`config.mk`:
```
export PLATFORM = sky130hd
export DESIGN_NAME = sks_enc
export DESIGN_NICKNAME = d
export VERILOG_FILES = /design/src/rtl/core/sks_enc.sv
export SDC_FILE = /design/constraint.sdc
export NUM_CORES = 1
export LEC_CHECK = 0
export BUFFER_PORTS_ARGS = -buffer_cell sky130_fd_sc_hd__buf_2
export CORE_AREA = 2 2 39 41
export DETAILED_ROUTE_END_ITERATION = 6
export DIE_AREA = 0 0 41 43
export GPL_ROUTABILITY_DRIVEN = 0
export GPL_TIMING_DRIVEN = 1
export PLACE_DENSITY_LB_ADDON = 0.2
export SETUP_SLACK_MARGIN = 0.5
export SLEW_MARGIN = 20
export SYNTH_ARGS = -nofsm -noshare
export SYNTH_HDL_FRONTEND = slang
export SYNTH_SLANG_ARGS = --single-unit
export TNS_END_PERCENT = 30
```
`constraint.sdc`:
```
create_clock -name vclk -period 4.65
set_input_delay 0.2325 -clock vclk [all_inputs]
set_output_delay 0.2325 -clock vclk [all_outputs]
set_load 0.1 [all_outputs]
```
`src/rtl/core/sks_enc.sv`:
```
module sks_enc #(
   parameter int unsigned DEPTH = 64,
   parameter int unsigned IW    = 6
) (
   input  logic [DEPTH-1:0] onehot,
   output logic [IW-1:0]    index
);

   always_comb begin
      index = '0;
      for (int unsigned i = 0; i < DEPTH; i++) begin
         if (onehot[i]) begin
            index = index | IW'(i);
         end
      end
   end

endmodule

```
==> impl_metrics.tcl <==
set metrics [dict create \
    track_usage 0.193 \
    routed_wl_um 1740 \
    ys_types 15 \
    rows 14 \
    cp_max_fo 2 \
    fin_crit_ns 2.28 \
    fin_tns_setup_ns 0 \
    wl_met3_um 198 \
    p_leak_nw 0.311 \
    hp-start "onehot[48]" \
    syn-num-nets 114 \
    antenna_found_initial 0 \
    vias 729 \
    port_buffers 69 \
    initial_core_util 0.225 \
    startpoint_type "primary input" \
    critical_path_arrival_ns 2.05 \
    grt_pass1_vias 676 \
    nFlopsAndLatches 0 \
    cp_data_required_time_ns 4.42 \
    post_cts_buffers 0 \
    path_cells "buf_2 -> or4_1 -> or4_1 -> or4_1 -> buf_2" \
    synthCells 50 \
    critPathLaunch "onehot[24]" \
    area_growth_syn_to_layout_pct 117 \
    hpwl_um 1620 \
    antenna_cells 0 \
    synth_area_um2 312 \
    pre_cts_ws_ns 2.38 \
    die_h_um 43 \
    grt_max_degree 4 \
    status "finished, final reports clean" \
    die_x_um 41 \
    crit_top_cell "or4_1" \
    timing.fmax_mhz 439 \
    power.density_nw_per_um2 57.0 \
    syn_area_per_cell_um2 6.23 \
    final-seq-area_um2 0 \
    routed_via_density 5.40 \
    wl_per_cell_um 12.9 \
    drive_gt1_frac 0.597 \
    wl_met1_um 692 \
    die-area_um2 1760 \
    cts-hold-fix-buffers 0 \
    rsz0062_at_grt "no" \
    mostFrequentLayoutCell "buf_2" \
    tightestPinTransition_ns 0.493 \
    grt_pass1_wl_um 2480 \
    ys_seq_area_frac 0 \
    drt_first_pass_iters 4 \
    yosys_warnings 0 \
    drt_iter0_markers 12 \
    crit_path_end_kind "primary output" \
    drcViolationCount 0 \
    clock_buffer_count 0 \
    hold_viol 0 \
    antenna_left 0 \
    finalNetCount 185 \
    highest_layer "met4" \
    route.met2.wl_um 838 \
    ctsResizeCount 0 \
    layout_common_cells "buf_2, nor4_1, or4_1, nor3_1" \
    overflow 0 \
    fin_crit_sh 0.490 \
    irDropWorstVdd_mv 0.0171 \
    cpMaxStageDelayCell "or4_1" \
    setup_viol_count_final 0 \
    io_pins 70 \
    max_cap_violations 0 \
    max_stage_delay_ns 0.55 \
    worst_slack_ns 2.37 \
    path_class "in2out" \
    core_um2 1380 \
    hold_path.class "in2out" \
    drv_slew 0 \
    slew_headroom 0.674 \
]
## worst max-delay path: cells and delay by family
family,cells,cell delay [ns]
and+or+nand+nor,3,1.42
buffers and inverters,2,0.39
## synth_stat cells
cell | n | share of area
nand4_1 | 2 | 0.040
nand3b_1 | 1 | 0.024
nor4_1 | 18 | 0.36
nand4bb_1 | 1 | 0.036
and4_1 | 1 | 0.028
or2_2 | 2 | 0.040
nor4bb_1 | 1 | 0.032
nand2_1 | 3 | 0.036
nor3_1 | 5 | 0.080
nand3_1 | 2 | 0.032
and3_1 | 2 | 0.040
nand4b_1 | 1 | 0.028
nor2_1 | 3 | 0.036
or3_1 | 2 | 0.040
or4_1 | 6 | 0.14
## routing by layer
layer  track usage  vias to the layer above
li1              -                      363
met3        0.0262                        2
met1         0.206                      322
met5             0                        -
met2         0.363                       42
met4        0.0467                        0
## power breakdown
part / internal (W) / total, W / switching (W)
Clock: 0 / 0 / 0
Sequential: 0 / 0 / 0
Combinational: 0.0000225 / 0.0000386 / 0.0000160
Total: 0.0000225 / 0.0000386 / 0.0000160
## path summary, 6_finish.rpt
kind       end  slack (ns)  cells after the start
max   index[3]        2.37                      5
min   index[5]        1.07                      4
## area by class of cell
| cell class | count | area, um^2 |
|---|---|---|
| tap | 16 | 20.0 |
| fill | 156 | 707 |
| multi-input combinational | 50 | 312 |
| timing repair buffer | 69 | 345 |
## through the flow
stage / total power (W) / cells / utilization / area [um^2] / hold WS [ns]
final: 0.0000386 / 135 / 0.489 / 677 / 1.07
after global routing: 0.0000431 / 135 / 0.489 / 677 / 1.11
after CTS: 0.0000387 / 135 / 0.489 / 677 / 1.08
after detailed placement: 0.0000386 / 135 / 0.489 / 677 / 1.07
after global placement: 0.0000379 / 135 / 0.489 / 677 / 1.07
after floorplan: 0.00000623 / 50 / - / 312 / 1.19
## logic make-up (layout without fill, tap and decap cells)
group	Yosys count	count (layout)	synth area share
simple gates	50	50	1.00
buf+inv	0	69	0
Power figures use the tool's default switching activity.
