### config.mk
export PLATFORM = sky130hd
export DESIGN_NAME = sks_cell
export DESIGN_NICKNAME = d
export VERILOG_FILES = /design/src/rtl/core/sks_pkg.sv /design/src/rtl/core/sks_cell.sv
export SDC_FILE = /design/constraint.sdc
export NUM_CORES = 1
export LEC_CHECK = 0
export BUFFER_PORTS_ARGS = -buffer_cell sky130_fd_sc_hd__buf_2
export CAP_MARGIN = 20
export CORE_MARGIN = 2
export CORE_UTILIZATION = 40
export CTS_CLUSTER_DIAMETER = 40
export DETAILED_ROUTE_END_ITERATION = 10
export PLACE_DENSITY = 0.77
export SKIP_LAST_GASP = 1
export SYNTH_ARGS = -nofsm -noshare
export SYNTH_HDL_FRONTEND = slang
export SYNTH_SLANG_ARGS = --single-unit
### constraint.sdc
create_clock -name clock -period 3.1 [get_ports clock]
set_clock_uncertainty 0.1 [all_clocks]
set_input_delay 0.465 -clock clock [delete_from_list [all_inputs] [get_ports clock]]
set_output_delay 0.465 -clock clock [all_outputs]
set_load 0.01 [all_outputs]
### src/rtl/core/sks_pkg.sv
package sks_pkg;

   // operation codes carried in req.kind; code 3 behaves as a lookup
   localparam logic [1:0] KIND_INSERT = 2'd0;
   localparam logic [1:0] KIND_REMOVE = 2'd1;
   localparam logic [1:0] KIND_LOOKUP = 2'd2;

   // result codes carried in rsp.status
   localparam logic [1:0] STATUS_OK        = 2'd0;
   localparam logic [1:0] STATUS_NOT_FOUND = 2'd1;
   localparam logic [1:0] STATUS_FULL      = 2'd2;

   localparam int unsigned IN_KEY_WIDTH   = 32;
   localparam int unsigned POSITION_WIDTH = 6;
   localparam int unsigned COUNT_WIDTH    = 7;

   typedef enum logic {
      ST_IDLE,
      ST_UPD
   } state_type;

   // broadcast from the sequencer to every cell
   typedef struct packed {
      logic cmp_en;
      logic ins_en;
      logic rem_en;
   } ctl_type;

   // compare results of one cell against the key of the current item
   typedef struct packed {
      logic lt;
      logic le;
   } flag_type;

endpackage

### src/rtl/core/sks_cell.sv
module sks_cell #(
   parameter int unsigned KEY_WIDTH = 32
) (
   input  logic                   clock,
   input  sks_pkg::ctl_type       ctl,
   input  logic                   valid,
   input  logic [KEY_WIDTH-1:0]   cmp_key,
   input  logic [KEY_WIDTH-1:0]   ins_key,
   input  logic [KEY_WIDTH-1:0]   left_key,
   input  sks_pkg::flag_type      left_flags,
   input  logic [KEY_WIDTH-1:0]   right_key,
   output logic [KEY_WIDTH-1:0]   key,
   output sks_pkg::flag_type      flags
);
   import sks_pkg::*;

   logic [KEY_WIDTH-1:0] key_ff, key_in;
   flag_type             flags_ff, flags_in;

   always_comb begin
      key_in   = key_ff;
      flags_in = flags_ff;
      if (ctl.cmp_en) begin
         flags_in.lt = valid && (key_ff < cmp_key);
         flags_in.le = valid && (key_ff <= cmp_key);
      end
      // insert: cells past the slot take the left key, the slot takes the new key
      if (ctl.ins_en && !flags_ff.le) begin
         key_in = left_flags.le ? ins_key : left_key;
      end
      // remove: cells from the first match on take the right key
      if (ctl.rem_en && !flags_ff.lt) begin
         key_in = right_key;
      end
   end

   always_ff @(posedge clock) begin
      key_ff   <= key_in;
      flags_ff <= flags_in;
   end

   assign key   = key_ff;
   assign flags = flags_ff;

endmodule

==> metrics.txt <==
worst skew pair latency roughly 0.28 ns; first-pass GRT wire length between 10,000 and 15,000 µm; mapped cell area 0.002540 mm²; Routed Wire Length a little under 7000 µm; DRT Pass-1 Iters 4; Synth Register Bits 34; Worst setup SP type register; TritonCTS clock tree yes; Commonest cells post-synth 44 x nand2_1, 34 x edfxtp_1, 34 x inv_1; DRC errors left 0; Routability Congestion about 0.84; Clk pin slew, worst setup/hold paths about 0.07 ns; PD cells ~380 mW/mm²; type of the worst min-delay path input pin to register; final hold vios 0; Final Non-Filler Cells 506; Area growth syn-to-layout 38.97%; Worst Max-Slew Pin Slew roughly 0.58 ns; die area 0.007003 mm²; final core utilization a little under three fifths; most frequent CP cell o21ai_1; Leakage ~1.9 nW; unrepaired setup endpoints after global routing no; Cells after Synth 263; Ys Warns 0; fraction of layout cells with a size suffix above 1 about 43%; Fmax 0.4941 GHz; # port buffers between 150 and 200; die height around 84 µm; Ant. Diodes 0; DR vias/cell 4.854; synth unique cells 27; Synth area leaders edfxtp_1 40%, ha_1 16%, mux2i_1 13%; DRC violation total after the first TritonRoute iteration ~130; max_cap viols 0; minimum clock period a little over 2 ns; gr usage total 19.44%; Crit Path Max Fanout 3; Hold Crit Depth 1; Layout Nets about 600; HPWL Detailed 5600 µm; dpl cells approximately 500; Largest stage delay, worst path slightly above 0.4 ns; outcome complete, no violations; io pins between 150 and 200; CTS resizes 0; clock tree root driver cell clkbuf_8; Seq. cell area ~0.0010 mm²; core footprint about 0.0062 mm²; setup_tns 0 ns; H-tree level count 2; ys flop type edfxtp_1; top-area cell type share of the netlist area about two fifths; Seq/Total Area, Yosys 40.20%; R2R cell count 6; crit path capture type register; cell with the most instances after synthesis nand2_1; row cnt 29; TritonCTS buffer count 5; final setup margin ~1.1 ns; Rel. slew slack approximately 60%; vias in the first global route 2,535; final period utilization about 65%; clk buf depth 2; largest net degree at the start of global routing between 60 and 70; Max VDD drop 0.1820 mV; DR vias 2,456; wire length per cell roughly 13 µm; starting density of the core about two fifths; filler cell count approximately 590; multi-input logic area approximately 0.0014 mm²; Crit-path slowest cell edfxtp_1; Final Cell Area roughly 0.0035 mm²; Final setup viols 0; die width between 80 and 90 µm; worst slack, placed between 0.9 and 1 ns; syn_area_per_cell between 9 and 10 µm²; Post-DRT Antenna Nets 0; syn_nets between 400 and 500; critical path arrival roughly 2 ns; clk sink count 34; Final Max Slew Viols 0; area leader, netlist edfxtp_1; CTS Hold Buffers Added 0; post-CTS setup repair buffer count 0; Worst Path Required 3.03 ns; placed instance area 0.003453 mm²; Setup CP Type register to register; global route total overflow 0; CP cell instances ha_1, nand4_2, nor4_2, o21ai_1, a31oi_2, o21ai_1; initial antenna violation count 0; asr flop ratio synth 0%; Post-synth EDFFs 34
[metrics by stage]
step	total power [W]	hold slack, ns
final	0.001356	0.3026
after detailed placement	0.001062	0.5903
after global routing	0.001452	0.2935
after global placement	0.001043	0.5884
after CTS	0.001377	0.2935
after floorplan	0.0008642	0.4775
[worst max-delay path: cells and delay by family, from the launching register on]
| family | cells | cell delay, ns |
|---|---|---|
| flops | 1 | 0.41 |
| simple gates | 2 | 0.48 |
| compound gates | 3 | 0.44 |
| fa+ha+maj | 1 | 0.35 |
[final timing paths]
path	from	to	slack, ns
max	key[14]$_DFFE_PP_	flags[0]$_DFFE_PP_	1.08
min	ctl[2]	flags[1]$_DFFE_PP_	0.30
max reg2reg	key[14]$_DFFE_PP_	flags[0]$_DFFE_PP_	1.08
min reg2reg	key[31]$_DFFE_PP_	flags[1]$_DFFE_PP_	0.78
[where the power goes]
group / total (W) / leakage [nW] / switching, W / internal [W]
combinational: 0.000435 / 1.49 / 0.000231 / 0.000204
clock: 0.000309 / 0.0383 / 0.000154 / 0.000155
sequential: 0.000613 / 0.337 / 0.0000310 / 0.000582
total: 0.00136 / 1.87 / 0.000416 / 0.000940
[layout by cell type, fill, tap and decap left out, drive strengths merged]
| master | count |
|---|---|
| nand3 | 2 |
| o21a | 1 |
| edfxtp | 34 |
| nand2 | 44 |
| clkbuf | 7 |
| nand3b | 1 |
| o211ai | 1 |
| nand4 | 4 |
| a21o | 2 |
| nand2b | 2 |
| o221a | 1 |
| a31oi | 1 |
| o21ai | 37 |
| nor4 | 2 |
| nor2b | 2 |
| nor2 | 5 |
| ha | 32 |
| buf | 170 |
| a221oi | 2 |
| a21oi | 13 |
| inv | 34 |
| mux2i | 32 |
[layer usage]
layer | part of all wire, % | global-route usage [%] | up-vias
met5 | 0 | 0 | -
met4 | 1.3 | 5.425 | 0
met3 | 5.4 | 3.066 | 10
met2 | 53 | 35.93 | 83
met1 | 40 | 23.21 | 1106
li1 | - | - | 1257
[flip-flops by register name (all words and copies together), names as in the netlist]
register / cells
flags: 2
key: 32
[cells by family after synthesis]
logic type / count (synthesis) / share of synthesized area [%]
mux: 32 / 12.61
fa+ha+maj: 32 / 15.76
compound gates: 58 / 12.66
flops: 34 / 40.20
buf+inv: 45 / 6.946
simple gates: 62 / 11.82
[area by class of cell]
class	instances	area share [%]
Sequential cell	34	28.93
Clock buffer	7	2.162
Inverter	34	3.616
Tap cell	77	2.730
Multi-Input combinational cell	184	38.25
Timing Repair Buffer	170	24.32
Power figures use the tool's default switching activity.
